**config.mk**
```make
export PLATFORM = sky130hd
export DESIGN_NAME = array_list_insert_delete_core
export DESIGN_NICKNAME = d
export VERILOG_FILES = /design/src/rtl/core/alid_pkg.sv /design/src/rtl/core/array_list_insert_delete_core.sv
export SDC_FILE = /design/constraint.sdc
export NUM_CORES = 2
export LEC_CHECK = 0
export CORE_MARGIN = 1.5
export CORE_UTILIZATION = 65
export CTS_BUF_LIST = sky130_fd_sc_hd__clkbuf_2
export CTS_CLUSTER_DIAMETER = 40
export DETAILED_ROUTE_END_ITERATION = 6
export DONT_BUFFER_PORTS = 1
export HOLD_SLACK_MARGIN = 0.12
export PLACE_DENSITY = 0.81
export SLEW_MARGIN = 20
export SYNTH_ARGS = -nofsm -noshare
export SYNTH_HDL_FRONTEND = slang
export SYNTH_SLANG_ARGS = --single-unit
```
**constraint.sdc**
```tcl
create_clock -name i_clk -period 10.7 [get_ports i_clk]
set_clock_uncertainty 0.15 [all_clocks]
set_input_delay 1.605 -clock i_clk [delete_from_list [all_inputs] [get_ports i_clk]]
set_output_delay 1.605 -clock i_clk [all_outputs]
set_load 0.005 [all_outputs]
```
**src/rtl/core/alid_pkg.sv**
```systemverilog
package alid_pkg;

    // request kind carried on s_tuser
    localparam logic OP_INSERT = 1'b0;
    localparam logic OP_DELETE = 1'b1;

    // width of one list word
    localparam int WORD_W = 32;

    // sequencer states
    typedef enum logic [2:0] {
        ST_IDLE,
        ST_DECIDE,
        ST_DEL_CAP,
        ST_SHIFT,
        ST_WR_VAL,
        ST_DONE
    } t_state;

endpackage

```
**src/rtl/core/array_list_insert_delete_core.sv**
```systemverilog
// channel | dir | tdata fields, lowest bit up           | tuser
// s_*     | in  | position, value, zero pad to bytes     | operation
// m_*     | out | ok, removed_value, count_after, pad    | none
//
// a request is decided, a delete captures the removed word, the tail of the
// list is moved one entry per cycle through the list memory (one read port,
// one write port, registered read data), an insert then writes the new
// value, and the result is loaded; a rejected request goes straight from the
// decision to the result. A delete moves length - position entries, an
// insert length - position + 1.
// reset clears the length and the output valid, the list memory is not cleared.
// s_tready is high only while the sequencer is idle; a finished result waits
// in the output register while the next request is accepted, and the sequencer
// holds in its last state while that register is still occupied.
module array_list_insert_delete_core
    import alid_pkg::*;
#(
    parameter int CAPACITY = 64
) (
    input  logic           i_clk,
    input  logic           i_rst_n,
    input  logic           s_tvalid,
    output logic           s_tready,
    // position, value, zero pad
    input  logic [((($clog2(CAPACITY + 2) + 32) + 7) / 8) * 8 - 1:0] s_tdata,
    // operation
    input  logic           s_tuser,
    output logic           m_tvalid,
    input  logic           m_tready,
    // ok, removed_value, count_after, zero pad
    output logic [(((1 + 32 + $clog2(CAPACITY + 1)) + 7) / 8) * 8 - 1:0] m_tdata
);

    localparam int AW  = (CAPACITY > 1) ? $clog2(CAPACITY) : 1;
    localparam int LW  = $clog2(CAPACITY + 1);
    localparam int PW  = $clog2(CAPACITY + 2);
    localparam int OUT_BITS = 1 + WORD_W + LW;
    localparam int OW  = ((OUT_BITS + 7) / 8) * 8;

    // list memory
    logic [WORD_W-1:0] mem [CAPACITY];

    t_state            r_state, n_state;
    logic              r_op;
    logic [PW-1:0]     r_pos;
    logic [WORD_W-1:0] r_value;
    logic [LW-1:0]     r_length, n_length;
    logic [LW-1:0]     r_cnt, n_cnt;
    logic [AW-1:0]     r_rd_addr, n_rd_addr;
    logic [AW-1:0]     r_wr_addr, n_wr_addr;
    logic              r_pend, n_pend;
    logic [WORD_W-1:0] r_removed, n_removed;
    logic              r_ok, n_ok;
    logic [WORD_W-1:0] r_rdata;
    logic              r_out_valid, n_out_valid;
    logic              r_out_ok;
    logic [WORD_W-1:0] r_out_removed;
    logic [LW-1:0]     r_out_count;

    logic              mem_re, mem_we;
    logic [AW-1:0]     mem_ra, mem_wa;
    logic [WORD_W-1:0] mem_wd;
    logic              in_fire, out_load, out_free;

    logic [PW-1:0]     len_ext, pos_m1;
    logic [LW-1:0]     len_m1, len_p1, ins_cnt, del_cnt;
    logic              pos_nz, ins_ok, del_ok;

    // request checks
    assign len_ext = PW'(r_length);
    assign pos_m1  = r_pos - PW'(1);
    assign len_m1  = r_length - LW'(1);
    assign len_p1  = r_length + LW'(1);
    assign ins_cnt = r_length - LW'(pos_m1);
    assign del_cnt = r_length - LW'(r_pos);
    assign pos_nz  = (r_pos != '0);
    assign ins_ok  = (r_op == OP_INSERT) && pos_nz && (r_pos <= len_ext + PW'(1))
                     && (r_length < LW'(CAPACITY));
    assign del_ok  = (r_op == OP_DELETE) && pos_nz && (r_pos <= len_ext);

    // handshakes
    assign s_tready = (r_state == ST_IDLE);
    assign in_fire  = s_tvalid && s_tready;
    assign out_free = !r_out_valid || m_tready;
    assign m_tvalid = r_out_valid;
    assign m_tdata  = OW'({r_out_count, r_out_removed, r_out_ok});

    // next state
    always_comb begin
        n_state = r_state;
        unique case (r_state)
            ST_IDLE: begin
                if (in_fire) n_state = ST_DECIDE;
            end
            ST_DECIDE: begin
                priority if (ins_ok) n_state = ST_SHIFT;
                else if (del_ok)     n_state = ST_DEL_CAP;
                else                 n_state = ST_DONE;
            end
            ST_DEL_CAP: n_state = ST_SHIFT;
            ST_SHIFT: begin
                if (r_cnt == '0 && !r_pend) begin
                    n_state = (r_op == OP_INSERT) ? ST_WR_VAL : ST_DONE;
                end
            end
            ST_WR_VAL: n_state = ST_DONE;
            ST_DONE: begin
                if (out_free) n_state = ST_IDLE;
            end
            default: n_state = ST_IDLE;
        endcase
    end

    // datapath control and memory port
    always_comb begin
        n_length    = r_length;
        n_cnt       = r_cnt;
        n_rd_addr   = r_rd_addr;
        n_wr_addr   = r_wr_addr;
        n_pend      = r_pend;
        n_removed   = r_removed;
        n_ok        = r_ok;
        mem_re      = 1'b0;
        mem_we      = 1'b0;
        mem_ra      = r_rd_addr;
        mem_wa      = r_wr_addr;
        mem_wd      = r_rdata;
        out_load    = 1'b0;
        unique case (r_state)
            ST_IDLE: ;
            ST_DECIDE: begin
                n_removed = '0;
                n_pend    = 1'b0;
                priority if (ins_ok) begin
                    n_ok      = 1'b1;
                    n_length  = len_p1;
                    n_cnt     = ins_cnt;
                    n_rd_addr = len_m1[AW-1:0];
                    n_wr_addr = r_length[AW-1:0];
                end else if (del_ok) begin
                    // fetch the word being removed
                    n_ok      = 1'b1;
                    n_length  = len_m1;
                    n_cnt     = del_cnt;
                    mem_re    = 1'b1;
                    mem_ra    = pos_m1[AW-1:0];
                    n_rd_addr = r_pos[AW-1:0];
                    n_wr_addr = pos_m1[AW-1:0];
                end else begin
                    n_ok = 1'b0;
                end
            end
            ST_DEL_CAP: n_removed = r_rdata;
            ST_SHIFT: begin
                // read one entry ahead, write the previous read one slot over
                if (r_cnt != '0) begin
                    mem_re    = 1'b1;
                    mem_ra    = r_rd_addr;
                    n_rd_addr = (r_op == OP_INSERT) ? r_rd_addr - AW'(1)
                                                    : r_rd_addr + AW'(1);
                    n_cnt     = r_cnt - LW'(1);
                    n_pend    = 1'b1;
                end else begin
                    n_pend = 1'b0;
                end
                if (r_pend) begin
                    mem_we    = 1'b1;
                    mem_wa    = r_wr_addr;
                    mem_wd    = r_rdata;
                    n_wr_addr = (r_op == OP_INSERT) ? r_wr_addr - AW'(1)
                                                    : r_wr_addr + AW'(1);
                end
            end
            ST_WR_VAL: begin
                mem_we = 1'b1;
                mem_wa = pos_m1[AW-1:0];
                mem_wd = r_value;
            end
            ST_DONE: out_load = out_free;
            default: ;
        endcase
    end

    // output register valid
    always_comb begin
        n_out_valid = r_out_valid;
        priority if (out_load)  n_out_valid = 1'b1;
        else if (m_tready)      n_out_valid = 1'b0;
    end

    // control registers
    always_ff @(posedge i_clk) begin
        if (!i_rst_n) begin
            r_state     <= ST_IDLE;
            r_length    <= '0;
            r_out_valid <= 1'b0;
        end else begin
            r_state     <= n_state;
            r_length    <= n_length;
            r_out_valid <= n_out_valid;
        end
    end

    // payload registers
    always_ff @(posedge i_clk) begin
        if (in_fire) begin
            r_op    <= s_tuser;
            r_pos   <= s_tdata[PW-1:0];
            r_value <= s_tdata[PW+WORD_W-1:PW];
        end
        r_cnt     <= n_cnt;
        r_rd_addr <= n_rd_addr;
        r_wr_addr <= n_wr_addr;
        r_pend    <= n_pend;
        r_removed <= n_removed;
        r_ok      <= n_ok;
        if (out_load) begin
            r_out_ok      <= r_ok;
            r_out_removed <= r_removed;
            r_out_count   <= r_length;
        end
    end

    // list memory ports
    always_ff @(posedge i_clk) begin
        if (mem_we) mem[mem_wa] <= mem_wd;
        if (mem_re) r_rdata <= mem[mem_ra];
    end

endmodule

```
# After elaboration in Yosys (flattened, before gate mapping)
# Memory sizes are Yosys's and may differ from the RTL's. A register that Yosys moved wholly into a read port is not among the register bits.
# Index checks and enable logic that the tools add are counted.
dict set report word_totals {
  ff_bits 144
  ram_bits 2048
  inputBits 45
  out_inout_bits 42
  n_memories 1
}
dict set report classes {
  add_sub_neg 10
  order_cmp 3
  eq_ne 11
  n_mux 41
  bitwise 1
  n_reduce_logical 22
}
# name words word_bits read_ports rd_clocked_by_memory_dff write_ports line_no
set memory_table {}
lappend memory_table {mem 64 32 1 1 1 array_list_insert_delete_core.sv:41} ;# logic [WORD_W-1:0] mem [CAPACITY];
# operator n
set ops {}
lappend ops {{2-to-1 mux 6 bit} 12}
lappend ops {{one-hot mux 32 bit (2 select lines)} 1}
lappend ops {{2-to-1 mux 7 bit} 5}
lappend ops {{2-to-1 mux 32 bit} 1}
lappend ops {{one-hot mux 6 bit (2 select lines)} 2}
lappend ops {{subtractor 7 x 1 -> 7 bit, second input constant} 3}
lappend ops {{one-hot mux 3 bit (6 select lines)} 1}
lappend ops {{2-to-1 mux 3 bit} 5}
lappend ops {{less-or-equal comparator 7 bit} 2}
lappend ops {{one-hot mux 7 bit (2 select lines)} 1}
lappend ops {{nonzero test 7 bit} 2}
lappend ops {{subtractor 7 bit} 2}
lappend ops {{adder 6 x 1 -> 6 bit, second input constant} 2}
lappend ops {{subtractor 6 x 1 -> 6 bit, second input constant} 2}
lappend ops {{2-to-1 mux 1 bit} 10}
lappend ops {{AND reduction 3 bit} 3}
lappend ops {{!= test 2 bit, second input constant} 4}
lappend ops {{nonzero test 2 bit} 4}
lappend ops {{adder 7 x 1 -> 7 bit, second input constant} 1}
lappend ops {{logical AND 1 bit} 7}
lappend ops {{logical NOT 7 bit} 1}
lappend ops {{less-than comparator 7 bit, second input constant} 1}
lappend ops {{equality test 3 x 2 -> 1 bit, second input constant} 2}
lappend ops {{equality test 3 bit, second input constant} 2}
lappend ops {{9 further kinds} 12}

# Depth between registers and ports, before layout
dict set report depth {
  ltp_word 6
  mapped_depth 18
  ltp_nobuf 14
}

# Least setup slack after synthesis
# No wires, ideal clock.
dict set report synth_path {
  path_type {input to register}
  from {in m_tready}
  to {reg r_out_count[0], enable pin}
  arrival_time_ps 3541
  t_required_ps 10108
  path_slack_ps 6567
  stages 2
  n_path_buf 0
  path_cell_list {nand2b_1 nor2b_1}
}
dict set report synth_via {
  elab_chain_len 2
}
# element line_no
set synth_rtl {}
lappend synth_rtl {{from (decl)} array_list_insert_delete_core.sv:29} ;# input logic m_tready,
lappend synth_rtl {{logical OR 1 bit} array_list_insert_delete_core.sv:84} ;# assign out_free = !r_out_valid || m_tready;
lappend synth_rtl {{2-to-1 mux 1 bit} array_list_insert_delete_core.sv:129} ;# unique case (r_state)
lappend synth_rtl {{to (signal assigned)} array_list_insert_delete_core.sv:220} ;# r_out_count <= r_length;
lappend synth_rtl {{to (decl)} array_list_insert_delete_core.sv:58} ;# logic [LW-1:0] r_out_count;
# No other way between the ends.
# A chain may end at the register's enable or synchronous reset.

# Final worst setup path
dict set report layout_path {
  from {reg r_pos[0]}
  to {reg r_rdata[20] (read register of mem) (data pin)}
}
dict set report layout_via {
  elab_chain_len 6
  elab_cells_between_ends 15
  cone_classes {add/sub: 1; order compare: 2; mux: 6; reduce/logical: 6}
}
# element line_no
set layout_rtl {}
lappend layout_rtl {{from (decl)} array_list_insert_delete_core.sv:45} ;# logic [PW-1:0] r_pos;
lappend layout_rtl {{from (signal assigned)} array_list_insert_delete_core.sv:208} ;# r_pos <= s_tdata[PW-1:0];
lappend layout_rtl {{parallel branches: the longest is 6 deep, another holds less-or-equal comparator 7 bit} --}
lappend layout_rtl {{to (decl)} array_list_insert_delete_core.sv:54} ;# logic [WORD_W-1:0] r_rdata;
# Parallel ways; which one is timed is not known.

==> results.yml <==
outcome:
  status: "finished, violations left"
  violations: "design-rule violations"
final_layout:
  area_delta_synth_final_pct: 8.91
  drive_above_1_share_pct: 15.7
  layout.nets: 6728
  mostFrequentLayoutCells: "edfxtp_1, nand2_1, clkbuf_2, a21oi_1, nand3_1"
  final_common_cell: "edfxtp_1"
  area.sequential_mm2: 0.0667
  fin_area_mm2: 0.0957
  nFillCells: 8131
  multiInputGateArea_mm2: 0.0201
sta:
  rsz0062_at_grt: "no"
  period_share_pct: 64.6
  max_slew_margin_pct: 10.8
  setup_viol: 0
  finalMaxSlewViolations: 0
  finalSetupTns_ns: 0
  clock.fmax_ghz: 0.145
  hold_slack_ns: 0.250
  hold_viol: 0
  tightest_slew_ns: 1.32
  period_needed_ns: 6.91
clocking:
  cts_sinks: 2224
  clk_pin_slew_ns: 0.12
  cts-root-buf: "clkbuf_2"
  cts_tree: "built"
  clock_latency_ns: 1.83
  h-tree-depth: 6
  cts_buffer_depth: 4
  cts_buffers: 547
  post-cts-setup-buffers: 0
synthesis:
  ys_ff_latch: 2224
  avgSynthCellArea_um2: 14.0
  syn_inst: 6290
  synthFlopType: "edfxtp_1"
  yosysUniqueCellTypes: 64
  synth_seq_area_share_pct: 75.9
  synthesis.nets: 6372
  netlist_area_mm2: 0.0878
  synth_edf_count: 2213
  yosysWarnings: 0
  synth-async-reset-ratio_pct: 0
place:
  dpl_cell_area_mm2: 0.0905
  place_hpwl_um: 138000
  port_buffers: 0
  place_congestion: 0.932
die:
  core_area_mm2: 0.134
  design.die.area_mm2: 0.137
  io_pins: 87
  dieHeight_um: 371
  fp.dieW_um: 371
  initial_core_util_pct: 65.7
  rows: 134
setup_path:
  start_kind: "flop"
  cp_max_fo: 115
  arrival_ns: 8.31
  crit_type: "flop to flop"
  required_ns: 12.09
  endpoint_kind: "flop"
pwr:
  leakage_nw: 33.0
  power_density_mw_per_mm2: 193
  vdd_drop_max_uv: 100
grt:
  grt_pass1_vias: 57164
  grt_overflow: 0
  grt_pass1_wl_um: 362000
  grt_max_degree: 197
  grt_usage_pct: 36.7
  antenna_found_initial: 26
detailed_routing:
  vias: 58993
  dr.pass1.iters: 7
  wire_per_inst_um: 28.9
  routed_wl_um: 253000
  drtIter0Drc: 10211
  detail-route-antenna-nets: 0
  drcViolationCount: 3
  viasPerCell: 6.74
min_path:
  hold_class: "input pin to flop"
run:
  cap_violations: 0
-- metal layers --
| metal | wire length [µm] | global-route usage (%) | vias up |
|---|---|---|---|
| li1 | - | - | 24671 |
| met1 | 80800 | 46.8 | 28089 |
| met2 | 112000 | 54.4 | 5229 |
| met3 | 42300 | 12.7 | 976 |
| met4 | 17600 | 23.2 | 28 |
| met5 | 169 | 0 | - |
-- registers in the layout (all words and copies together) (netlist names), 32 cells and up --
register       count
mem             2048
r_out_removed     32
r_rdata           32
r_removed         32
r_value           32
-- through the flow --
step / total power, mW / std cells / worst slack (ns) / utilization (%)
6_report: 18.4 / 8757 / 3.79 / 71.5
5_1_grt: 19.0 / 8756 / 3.72 / 71.5
4_1_cts: 18.3 / 8749 / 4.02 / 71.5
3_5_place_dp: 13.0 / 7819 / 4.07 / 67.7
3_3_place_gp: 12.9 / 7816 / 4.12 / 67.6
2_1_floorplan: 11.9 / 6290 / 6.57 / -
-- worst max-delay path, stage by stage (launching register included) --
cell and delay (ns):
edfxtp_1 0.62, inv_1 0.29, ha_1 0.41, and2_1 0.16, o21ai_0 0.34, a41oi_2 0.27, o21ai_0 0.50, o21ai_4 0.31
buf_12 0.31, nor2_4 0.80, buf_12 0.58, a31oi_1 0.22, nand4_1 0.25, o211ai_1 0.51, or4_1 0.68
-- report_power, final --
group | switching [mW] | internal, mW | leakage, nW
registers | 0.0797 | 10.1 | 20.1
logic | 2.16 | 0.652 | 9.36
clock network | 3.27 | 2.19 | 3.57
-- logic make-up after synthesis --
group	synth area share, %
fa+ha+maj	0.561
compound gates	8.37
xor+xnor	0.409
mux	1.78
buf+inv	2.09
flops	75.9
simple gates	10.9
-- path summary, 6_finish.rpt --
check                              startpoint                     endpoint  slack, ns  depth (start not counted)
setup / recovery           r_pos[0]$_DFFE_PP_        r_rdata[20]$_DFFE_PP_       3.79                         14
hold / removal                    s_tdata[37]        r_value[30]$_DFFE_PP_       0.25                          1
setup reg to reg           r_pos[0]$_DFFE_PP_        r_rdata[20]$_DFFE_PP_       3.79                         14
hold reg to reg   r_removed[26]$_SDFFCE_PN0P_  r_out_removed[26]$_DFFE_PP_       0.28                          0
-- final cells by class --
cell class                      count  area share [%]
Sequential cell                  2224            69.7
Clock inverter                    135           0.917
Inverter                           27           0.106
Tap cell                         1768            2.31
Multi-Input combinational cell   3639            21.0
Antenna cell                        6          0.0157
Clock buffer                      751            3.93
Timing Repair Buffer              207            1.99
-- synthesized netlist by cell type (all sizes together), types with 2 or more instances --
| cell | count | share of area [%] |
|---|---|---|
| nand3b | 4 | 0.034 |
| or3 | 5 | 0.036 |
| mux2i | 156 | 1.8 |
| a211oi | 50 | 0.43 |
| nor4 | 2 | 0.014 |
| a22oi | 210 | 1.8 |
| xnor2 | 32 | 0.32 |
| o21ai | 55 | 0.32 |
| nor3b | 3 | 0.026 |
| a21o | 16 | 0.14 |
| a21oi | 453 | 2.6 |
| buf | 174 | 1.0 |
| nor3 | 6 | 0.034 |
| or2 | 2 | 0.014 |
| o31ai | 10 | 0.085 |
| a211o | 15 | 0.15 |
| and3 | 49 | 0.35 |
| inv | 27 | 0.12 |
| o2111ai | 4 | 0.040 |
| nor2b | 4 | 0.028 |
| a21boi | 7 | 0.060 |
| clkbuf | 226 | 0.97 |
| a31oi | 165 | 1.2 |
| edfxtp | 2213 | 76 |
| ha | 33 | 0.47 |
| fa | 4 | 0.091 |
| nand3 | 363 | 2.1 |
| o211ai | 34 | 0.29 |
| nor2 | 121 | 0.53 |
| xor2 | 9 | 0.090 |
| nand2 | 1536 | 6.6 |
| dfxtp | 11 | 0.25 |
| a221oi | 23 | 0.23 |
| nor4b | 2 | 0.020 |
| or4 | 32 | 0.27 |
| o22ai | 2 | 0.014 |
| a32oi | 89 | 0.89 |
| nand4 | 65 | 0.46 |
| o21a | 2 | 0.017 |
| nand2b | 22 | 0.16 |
| o21bai | 5 | 0.043 |
| and2 | 39 | 0.28 |
-- what timing repair did --
action,CTS,global route
gates resized for setup,0,0
hold endpoints to repair,51,0
hold buffers,44,0
(Power assumes the default switching activity.)
